--- src/rtl/efbr_pkg.sv ---
`timescale 1ns / 1ps
// ----------------------------------------------------------------------------
// efbr_pkg: shared types and constants of the exact-fit block recycler
// Widths, action and status codes, and the queue word between the two parts.
// ----------------------------------------------------------------------------
package efbr_pkg;
    localparam int TableEntries = 64;
    localparam int IdxBits      = $clog2(TableEntries);
    localparam int CntBits      = $clog2(TableEntries + 1);
    localparam int AddrBits     = 32;
    localparam int TotalBits    = 40;

    localparam logic [2:0] ACT_ALLOC  = 3'd0;
    localparam logic [2:0] ACT_RECORD = 3'd1;
    localparam logic [2:0] ACT_FREE   = 3'd2;
    localparam logic [2:0] ACT_SIZE   = 3'd3;
    localparam logic [2:0] ACT_TOTALS = 3'd4;

    localparam logic [2:0] ST_OK       = 3'd0;
    localparam logic [2:0] ST_MISS     = 3'd1;
    localparam logic [2:0] ST_NOTFOUND = 3'd2;
    localparam logic [2:0] ST_FULL     = 3'd3;
    localparam logic [2:0] ST_NULL     = 3'd4;

    typedef struct packed {
        logic [2:0]          action;
        logic                addr_null;
        logic [AddrBits-1:0] addr;
        logic [31:0]         size;
    } req_t;
endpackage

--- src/rtl/efbr_front.sv ---
`timescale 1ns / 1ps
// ----------------------------------------------------------------------------
// efbr_front: request intake
// Accepts input words, classifies the null address and fills a small queue.
// ----------------------------------------------------------------------------
module efbr_front (
    input  logic                      clk,
    input  logic                      rst_n,
    input  logic                      in_valid,
    output logic                      in_stall,
    input  logic [2:0]                action,
    input  logic [31:0]               block_address,
    input  logic [31:0]               block_size,
    output logic                      q_valid,
    input  logic                      q_take,
    output efbr_pkg::req_t            q_word
);
    import efbr_pkg::*;

    req_t       q_mem_reg [2];
    logic       wr_ptr_reg, wr_ptr_next, rd_ptr_reg, rd_ptr_next;
    logic [1:0] cnt_reg, cnt_next;
    logic       push, pop;
    req_t       w;

    assign in_stall = (cnt_reg == 2'd2);
    assign push     = in_valid && !in_stall;
    assign q_valid  = (cnt_reg != 2'd0);
    assign pop      = q_valid && q_take;
    assign q_word   = q_mem_reg[rd_ptr_reg];

    always_comb
    begin
        w.action    = action;
        w.addr      = block_address[AddrBits-1:0];
        w.addr_null = (block_address[AddrBits-1:0] == '0);
        w.size      = block_size;
        wr_ptr_next = wr_ptr_reg ^ push;
        rd_ptr_next = rd_ptr_reg ^ pop;
        cnt_next    = cnt_reg + {1'b0, push} - {1'b0, pop};
    end

    always_ff @(posedge clk)
    begin
        if (push)
        begin
            q_mem_reg[wr_ptr_reg] <= w;
        end
    end

    always_ff @(posedge clk or negedge rst_n)
    begin
        if (!rst_n)
        begin
            wr_ptr_reg <= 1'b0;
            rd_ptr_reg <= 1'b0;
            cnt_reg    <= 2'd0;
        end
        else
        begin
            wr_ptr_reg <= wr_ptr_next;
            rd_ptr_reg <= rd_ptr_next;
            cnt_reg    <= cnt_next;
        end
    end
endmodule

--- config.mk ---
export PLATFORM = sky130hd
export DESIGN_NAME = efbr_front
export DESIGN_NICKNAME = d
export VERILOG_FILES = /design/src/rtl/efbr_pkg.sv /design/src/rtl/efbr_front.sv
export SDC_FILE = /design/constraint.sdc
export NUM_CORES = 1
export LEC_CHECK = 0
export BUFFER_PORTS_ARGS = -buffer_cell sky130_fd_sc_hd__buf_4
export CAP_MARGIN = 20
export CORE_MARGIN = 3
export CORE_UTILIZATION = 45
export CTS_CLUSTER_DIAMETER = 80
export CTS_CLUSTER_SIZE = 12
export DETAILED_ROUTE_END_ITERATION = 8
export PLACE_DENSITY = 0.74
export SETUP_SLACK_MARGIN = 0.02
export SYNTH_ARGS = -nofsm -noshare
export SYNTH_HDL_FRONTEND = slang
export SYNTH_SLANG_ARGS = --single-unit
--- constraint.sdc ---
create_clock -name clk -period 2.97 [get_ports clk]
set_clock_uncertainty 0.05 [all_clocks]
set_input_delay 0.1485 -clock clk [delete_from_list [all_inputs] [get_ports clk]]
set_output_delay 0.1485 -clock clk [all_outputs]
set_load 0.05 [all_outputs]
==> results of run 1 <==
[what timing repair did]
action / in CTS / in global routing
resized for setup: 0 / 0
hold buffers: 68 / 0
endpoints found under the hold margin: 138 / 0
[where the power goes]
group          switching (mW)  internal, mW  leakage, nW
clock                   0.712          1.36        0.288
combinational            2.30          1.26         1.38
sequential              0.199          2.71         1.31
[critical path: cells and delay by family (launching register included)]
family,cells,cell delay [ns]
buf+inv,2,0.50
mux,1,0.39
flops,1,0.74
[final cells by class]
class,count,area (um2),area share [%]
flip-flops and latches,140,4188,54.03
repair buffers,212,1787,23.05
multi-input cells,90,993.5,12.82
clock buffers,24,471.7,6.086
well taps,140,175.2,2.260
clock inverters,8,117.6,1.517
inverters,5,18.77,0.2421
[cells in the mapped netlist]
cell type	instances
sky130_fd_sc_hd__or2_2	1
sky130_fd_sc_hd__xor2_1	1
sky130_fd_sc_hd__buf_6	2
sky130_fd_sc_hd__dfrtp_1	4
sky130_fd_sc_hd__nand2b_1	1
sky130_fd_sc_hd__ha_1	4
sky130_fd_sc_hd__nor2_1	1
sky130_fd_sc_hd__nand4_1	2
sky130_fd_sc_hd__buf_8	1
sky130_fd_sc_hd__xnor2_1	2
sky130_fd_sc_hd__mux2_4	10
sky130_fd_sc_hd__and2_1	1
sky130_fd_sc_hd__mux2_2	58
sky130_fd_sc_hd__edfxtp_1	136
sky130_fd_sc_hd__nand2_1	1
sky130_fd_sc_hd__inv_1	5
sky130_fd_sc_hd__buf_2	5
sky130_fd_sc_hd__nor4_1	8
[worst max-delay path by stage]
stage	start	endpoint	slack, ns	cells after the start
after global placement	cnt_reg[1]	q_mem_reg[1][8]	1.06	5
after global routing	rd_ptr_reg	q_word[64]	0.60	3
final	rd_ptr_reg	q_word[64]	0.69	3
after floorplan	cnt_reg[1]	q_mem_reg[1][0]	0.24	4
after detailed placement	cnt_reg[1]	q_mem_reg[1][8]	0.98	5
after CTS	rd_ptr_reg	q_word[64]	0.66	3
[layer usage]
metal	global-route usage [%]	part of all wire, %	up-vias	wire (um)
met3	4.668	6.2	12	648
li1	-	-	1413	-
met4	6.017	1.0	0	105
met5	0	0	-	0
met1	21.04	41	1443	4280
met2	27.72	51	112	5341
[cell families (layout without fill, tap and decap cells)]
logic type                 after synthesis  count (layout)  share of synthesized area, %
buffers and inverters                   13             249                         1.554
muxes                                   68              68                         15.35
and+or+nand+nor                         15              15                         1.697
xor gates and xnor gates                 3               3                        0.5021
adders and majority gates                4               4                        0.9563
DFF                                    140             140                         79.94
[through the flow]
| step | std cells | utilization [%] |
|---|---|---|
| after floorplan | 243 | - |
| after global placement | 519 | 58.50 |
| after detailed placement | 519 | 58.50 |
| after CTS | 619 | 69.97 |
| after global routing | 619 | 69.97 |
| final | 619 | 69.97 |
[layout by cell type (no fill, tap or decap)]
master                          count
sky130_fd_sc_hd__buf_4            142
sky130_fd_sc_hd__dfrtp_1            3
sky130_fd_sc_hd__xnor2_1            2
sky130_fd_sc_hd__inv_1              5
sky130_fd_sc_hd__clkbuf_16         17
sky130_fd_sc_hd__clkinvlp_4         1
sky130_fd_sc_hd__nand2b_1           1
sky130_fd_sc_hd__nor4_1             8
sky130_fd_sc_hd__clkbuf_1           5
sky130_fd_sc_hd__mux2_2            58
sky130_fd_sc_hd__clkinv_2           4
sky130_fd_sc_hd__dfrtp_4            1
sky130_fd_sc_hd__and2_1             1
sky130_fd_sc_hd__ha_1               2
sky130_fd_sc_hd__bufinv_16          3
sky130_fd_sc_hd__nand4_1            2
sky130_fd_sc_hd__mux2_4            10
sky130_fd_sc_hd__edfxtp_1         136
sky130_fd_sc_hd__buf_12             2
sky130_fd_sc_hd__nor2_1             1
sky130_fd_sc_hd__dlygate4sd3_1     68
sky130_fd_sc_hd__ha_4               2
sky130_fd_sc_hd__nand2_1            1
sky130_fd_sc_hd__xor2_1             1
sky130_fd_sc_hd__or2_2              1
sky130_fd_sc_hd__clkbuf_8           2
==> qor.tcl, run 1 <==
set qor(leakagePower_nw) 2.977
set qor(numClockSinks) 140
set qor(postSynthNetCount) 318
set qor(final_antenna_net_count) 0
set qor(worst_ir_drop_vdd_uv) 669.2
set qor(synth_warnings) 0
set qor(finish.net_count) 541
set qor(clock-root-buffer) {sky130_fd_sc_hd__clkbuf_16}
set qor(port-buffer-count) 140
set qor(netlist-cell-type-count) 18
set qor(synth_area_per_cell_um2) 21.54
set qor(timing.fmax_mhz) 438.1
set qor(r2r-end) {q_mem_reg[1][65]}
set qor(finalHoldViolCount) 0
set qor(critical_path_required_time_ns) 2.77
set qor(synthesis.area_um2) 5234
set qor(die-area_um2) 12960
set qor(critical_path.reg2reg.startpoint) {cnt_reg[1]}
set qor(postCtsSetupRepairBufs) 0
set qor(die_x_um) 113.8
set qor(setup_slack_ns) 0.6873
set qor(finalCritPeriodShare_pct) 76.86
set qor(antenna_cells) 0
set qor(number_of_antenna_violations_at_the_first_check_in_global_routing) 0
set qor(grt_pass1_wl_um) 16170
set qor(post-route-drc-count) 0
set qor(cts_made_buffers) 17
set qor(cts-root-to-sink-buffers) 2
set qor(detailedRoute.firstIterationViolations) 110
set qor(period_needed_ns) 2.283
set qor(synth_largest_type_area_fraction_pct) 78.03
set qor(ff_latch_count_synth) 140
set qor(transition_at_the_pin_with_the_smallest_max_transition_slack_ns) 0.5161
set qor(ordered_list_of_cells_on_the_worst_path) {buf_12, mux2_2, buf_4}
set qor(worst-r2r-cell-count) 5
set qor(grt.overflow.total) 0
set qor(flow.area_growth_from_synthesis_pct) 48.10
set qor(die_y_um) 113.8
set qor(routed_via_density) 4.814
set qor(gr_util_all_layers_pct) 16.66
set qor(top_level_ports) 141
set qor(netlist.top_cell.by_area) {sky130_fd_sc_hd__edfxtp_1}
set qor(holdWs_ns) 0.04419
set qor(rsz_0062_raised_after_global_routing) {false}
set qor(synth_top_cells_by_area) {sky130_fd_sc_hd__edfxtp_1 (78%), sky130_fd_sc_hd__mux2_2 (12%), sky130_fd_sc_hd__mux2_4 (2.9%)}
set qor(totalPowerFinal_mw) 8.528
set qor(syn-instance-count) 243
set qor(setup_viol_count_final) 0
set qor(cp_max_fo) 38
set qor(timing.critical_path.slowest_cell_delay_ns) 0.74
set qor(routability_congestion) 0.7183
set qor(yosysSeqAreaShare_pct) 79.94
set qor(power_per_cell_area_nw_per_um2) 1100
set qor(cp_data_arrival_time_ns) 2.08
set qor(post-place-ws_ns) 0.9784
set qor(vias) 2980
set qor(r2r_setup_slack_ns) 0.99
set qor(final.fill_count) 714
set qor(cap_viol_max_count) 0
set qor(drv_slew) 0
set qor(clock_insertion_delay_worst_skew_ns) 0.40
set qor(final_design_area_no_fill_um2) 7751
set qor(core_area_um2) 11080
set qor(run_status) {finished clean}
set qor(critPathCaptureType) {output port}
set qor(timing.setup.critical_path_class) {reg2out}
set qor(setup.worst_path.start_class) {flip-flop}
set qor(grt_start_max_net_pins) 45
set qor(timing.setup.tns_ns) 0
set qor(routed_wire_length_per_instance_um) 16.76
set qor(vias_in_the_first_global_route) 3222
set qor(cts_tree) {built}
set qor(dr.pass1.iters) 5
set qor(std_cell_rows) 38
set qor(total_placed_instance_area_um2) 6481
set qor(min-delay-path-class) {in2async}
set qor(critPathSlowestCell) {sky130_fd_sc_hd__dfrtp_4}
set qor(routed_wl_um) 10380
set qor(drive_gt1_share_pct) 50.73
set qor(ctsHtreeMaxLevel) 4
set qor(starting_utilization_of_the_core_area_pct) 47.24
set qor(max_slew_margin_pct) 65.60
set qor(dpl.hpwl_um) 6425
set qor(clk_pin_slew_worst_paths_ns) 0.05
set qor(number_of_flip_flops_under_the_largest_register_name) 136
No activity file was read; power rests on OpenSTA's default activity.
==> inputs of run 2 (changes only) <==
ABC_AREA = 1   (was not set)
clock period = 2.2 ns   (was 2.97 ns; I/O delays follow)
==> run 2 against run 1 <==
  * Non-clock buffer count rose by 7
  * First-iteration DRC count rose by 110%
  * Highest routed layer unchanged
  * Die area rose by 1.0%
  * Critical path type unchanged
  * Core utilization fell by 0.58 points
==> qor.tcl, run 2 <==
set qor(numClockSinks) 140 ;# unchanged
set qor(synth_largest_type_area_fraction_pct) 77.18 ;# was 78.03%
set qor(dominantRegCellSynth) {sky130_fd_sc_hd__edfxtp_1} ;# unchanged
set qor(top_level_ports) 141 ;# unchanged
set qor(netlist-cell-type-count) 14 ;# was 18
set qor(vias) 3612 ;# was 2980
set qor(run_status) {finished clean} ;# unchanged
set qor(post-route-drc-count) 0 ;# unchanged
set qor(r2r_setup_slack_ns) 0.46 ;# was 0.99 ns
set qor(transition_at_the_pin_with_the_smallest_max_transition_slack_ns) 0.4863 ;# was 0.5161 ns
set qor(timing.setup.critical_path_class) {reg2out} ;# unchanged
set qor(dr.pass1.iters) 5 ;# unchanged
set qor(hold_depth) 5
set qor(synth_edf_count) 136 ;# unchanged
set qor(drive_gt1_share_pct) 27.84 ;# was 50.73%
set qor(die_y_um) 114.4 ;# was 113.8 um
set qor(critPathCaptureType) {output port} ;# unchanged
set qor(cp_data_arrival_time_ns) 1.80 ;# was 2.08 ns
set qor(holdCritStartpoint) {in_valid}
set qor(sequential_cell_area_um2) 4185 ;# was 4188 um2
set qor(port-buffer-count) 140 ;# unchanged
set qor(critical_path.reg2reg.startpoint) {cnt_reg[0]} ;# was cnt_reg[1]
set qor(mostFrequentLayoutCell) {sky130_fd_sc_hd__nand2_1} ;# was sky130_fd_sc_hd__buf_4
set qor(clock_insertion_delay_worst_skew_ns) 0.40 ;# about the same
set qor(cp_max_fo) 30 ;# was 38
set qor(clock-root-buffer) {sky130_fd_sc_hd__clkbuf_16} ;# unchanged
set qor(routability_congestion) 0.7633 ;# was 0.7183
set qor(final_design_area_no_fill_um2) 7752 ;# was 7751 um2
set qor(cts.repair.resized) 0 ;# unchanged
set qor(worst_ir_drop_vdd_uv) 1060 ;# was 669.2 uV
set qor(cap_viol_max_count) 0 ;# unchanged
set qor(leakagePower_nw) 3.314 ;# was 2.977 nW
set qor(timing.fmax_mhz) 511.2
set qor(die-area_um2) 13100 ;# was 12960 um2
set qor(grt_start_max_net_pins) 44 ;# was 45
set qor(synth_top_cells_by_area) {sky130_fd_sc_hd__edfxtp_1 (77%), sky130_fd_sc_hd__nand2_1 (15%), sky130_fd_sc_hd__dfrtp_1 (1.9%)} ;# was sky130_fd_sc_hd__edfxtp_1 (78%), sky130_fd_sc_hd__mux2_2 (12%), sky130_fd_sc_hd__mux2_4 (2.9%)
set qor(std_cell_rows) 38 ;# unchanged
set qor(cts-root-to-sink-buffers) 2 ;# unchanged
set qor(routed_wire_length_per_instance_um) 14.96 ;# was 16.76 um
set qor(holdWs_ns) 0.1891 ;# was 0.04419 ns
set qor(number_of_antenna_violations_at_the_first_check_in_global_routing) 0 ;# unchanged
set qor(syn-instance-count) 408 ;# was 243
set qor(total_placed_instance_area_um2) 6535 ;# was 6481 um2
set qor(drv_slew) 0 ;# unchanged
set qor(r2r-end) {cnt_reg[1]} ;# was q_mem_reg[1][65]
set qor(detailedRoute.firstIterationViolations) 229 ;# was 110
set qor(totalPowerFinal_mw) 11.83 ;# was 8.528 mW
set qor(multi_input_area_um2) 1002 ;# was 993.5 um2
set qor(setup.worst_path.start_class) {flip-flop} ;# unchanged
set qor(rsz_0062_raised_after_global_routing) {false} ;# unchanged
set qor(gr_util_all_layers_pct) 18.85 ;# was 16.66%
set qor(synth_area_per_cell_um2) 12.97 ;# was 21.54 um2
set qor(dpl.hpwl_um) 7221 ;# was 6425 um
set qor(synthArstFlopShare_pct) 2.857 ;# unchanged
set qor(setup_viol_count_final) 0 ;# unchanged
set qor(starting_utilization_of_the_core_area_pct) 47.36 ;# was 47.24%
set qor(synthesis.area_um2) 5291 ;# was 5234 um2
set qor(whs_endpoint) {wr_ptr_reg}
set qor(flow.area_growth_from_synthesis_pct) 46.51 ;# was 48.10%
set qor(yosys.cell_count.top_type) {sky130_fd_sc_hd__nand2_1} ;# was sky130_fd_sc_hd__edfxtp_1
set qor(timing.setup.tns_ns) 0 ;# unchanged
set qor(min-delay-path-class) {in2reg} ;# was in2async
set qor(finalCritPeriodShare_pct) 88.92
set qor(period_needed_ns) 1.956
set qor(fin_cells) 783 ;# was 619
set qor(finalHoldViolCount) 0 ;# unchanged
set qor(antenna_cells) 0 ;# unchanged
set qor(postCtsSetupRepairBufs) 0 ;# unchanged
set qor(number_of_flip_flops_under_the_largest_register_name) 136 ;# unchanged
set qor(final_antenna_net_count) 0 ;# unchanged
set qor(cts_tree) {built} ;# unchanged
set qor(cts_made_buffers) 17 ;# unchanged
set qor(yosysSeqAreaShare_pct) 79.07 ;# was 79.94%
set qor(setup_slack_ns) 0.2438 ;# was 0.6873 ns
set qor(vias_in_the_first_global_route) 3814 ;# was 3222
set qor(postSynthNetCount) 483 ;# was 318
set qor(die_x_um) 114.4 ;# was 113.8 um
set qor(synth_warnings) 0 ;# unchanged
set qor(core_area_um2) 11170 ;# was 11080 um2
set qor(yosys-top-cells-count) {sky130_fd_sc_hd__nand2_1 (215), sky130_fd_sc_hd__edfxtp_1 (136), sky130_fd_sc_hd__nor2_1 (22)} ;# was sky130_fd_sc_hd__edfxtp_1 (136), sky130_fd_sc_hd__mux2_2 (58), sky130_fd_sc_hd__mux2_4 (10)
set qor(ctsHtreeMaxLevel) 4 ;# unchanged
set qor(grt_pass1_wl_um) 18600 ;# was 16170 um
set qor(power_per_cell_area_nw_per_um2) 1526 ;# was 1100 nW/um2
set qor(max_slew_margin_pct) 67.58 ;# was 65.60%
set qor(post-place-ws_ns) 0.4593 ;# was 0.9784 ns
set qor(critical_path_required_time_ns) 2.04 ;# was 2.77 ns
set qor(finish.net_count) 706 ;# was 541
set qor(highest_count_cells_in_the_layout_ignoring_fill_and_taps) {sky130_fd_sc_hd__nand2_1 (215), sky130_fd_sc_hd__buf_4 (147), sky130_fd_sc_hd__edfxtp_1 (136)} ;# was sky130_fd_sc_hd__buf_4 (142), sky130_fd_sc_hd__edfxtp_1 (136), sky130_fd_sc_hd__dlygate4sd3_1 (68)
set qor(routed_via_density) 4.613 ;# was 4.814
set qor(place.detailed.instances) 682 ;# was 519
set qor(fin_util_pct) 69.38 ;# was 69.97%
set qor(ff_latch_count_synth) 140 ;# unchanged
set qor(grt.overflow.total) 0 ;# unchanged
set qor(final.fill_count) 765 ;# was 714
set qor(routed_wl_um) 11710 ;# was 10380 um
set qor(clk_pin_slew_worst_paths_ns) 0.06 ;# was 0.05 ns
set qor(worst-r2r-cell-count) 8 ;# was 5
set qor(netlist.top_cell.by_area) {sky130_fd_sc_hd__edfxtp_1} ;# unchanged
==> run 2: cell count changes after synthesis, moves of 4 or more <==
cell,previous run,this run
sky130_fd_sc_hd__nand2_1,1,215
sky130_fd_sc_hd__mux2_2,58,0
sky130_fd_sc_hd__nor2_1,1,22
sky130_fd_sc_hd__mux2_4,10,0
sky130_fd_sc_hd__nor4_1,8,0
sky130_fd_sc_hd__buf_2,5,9
==> run 2: kinds of logic (layout without fill, tap and decap cells) <==
logic type | after synthesis | after routing | share of synthesized area (%)
AND/OR/NAND/NOR | 238 | 238 | 16.93
flip-flops | 140 | 140 | 79.07
buffers and inverters | 22 | 257 | 2.459
adder cells (fa/ha/maj) | 4 | 4 | 0.9459
XOR/XNOR | 3 | 3 | 0.4967
AO/OA/AOI/OAI | 1 | 1 | 0.09449
==> run 2: critical path, stage by stage, from the launching register on <==
cell and delay, ns:
sky130_fd_sc_hd__dfrtp_2 0.43, sky130_fd_sc_hd__inv_4 0.28, sky130_fd_sc_hd__buf_4 0.31, sky130_fd_sc_hd__nand2_1 0.08, sky130_fd_sc_hd__nand2_1 0.09, sky130_fd_sc_hd__buf_4 0.20
==> run 2: timing repair <==
item,4_1_cts,5_1_grt
endpoints found under the hold margin,139,0
hold buffers,70,0
setup endpoints to repair,0,0
==> run 2: worst max-delay path by stage <==
stage / start / endpoint / cells after the start
global placement: cnt_reg[0] / cnt_reg[1] / 8
detailed placement: cnt_reg[0] / cnt_reg[1] / 8
floorplan: cnt_reg[1] / q_mem_reg[1][0] / 4
CTS: rd_ptr_reg / q_word[29] / 5
global route: rd_ptr_reg / q_word[15] / 5
finish: rd_ptr_reg / q_word[29] / 5
==> run 2: where the power goes <==
group          internal [mW]  switching [mW]  total [mW]
Sequential              3.65           0.157        3.81
Combinational           1.50            4.04        5.53
Clock                   1.53           0.966        2.49
==> run 2: cell type report <==
type | instances | area share, %
inverter | 7 | 0.3712
clock inverter | 10 | 0.9845
tap | 140 | 2.260
timing repair buffer | 219 | 23.79
clock buffer | 21 | 5.681
sequential | 140 | 53.99
multi-input combinational | 246 | 12.93
==> run 2: routing by layer <==
metal,share of wire [%],wire length [um],GRT usage [%]
met4,0.81,95,5.701
met5,0,0,0
met3,7.0,823,6.607
met2,52,6078,33.02
met1,40,4718,21.73
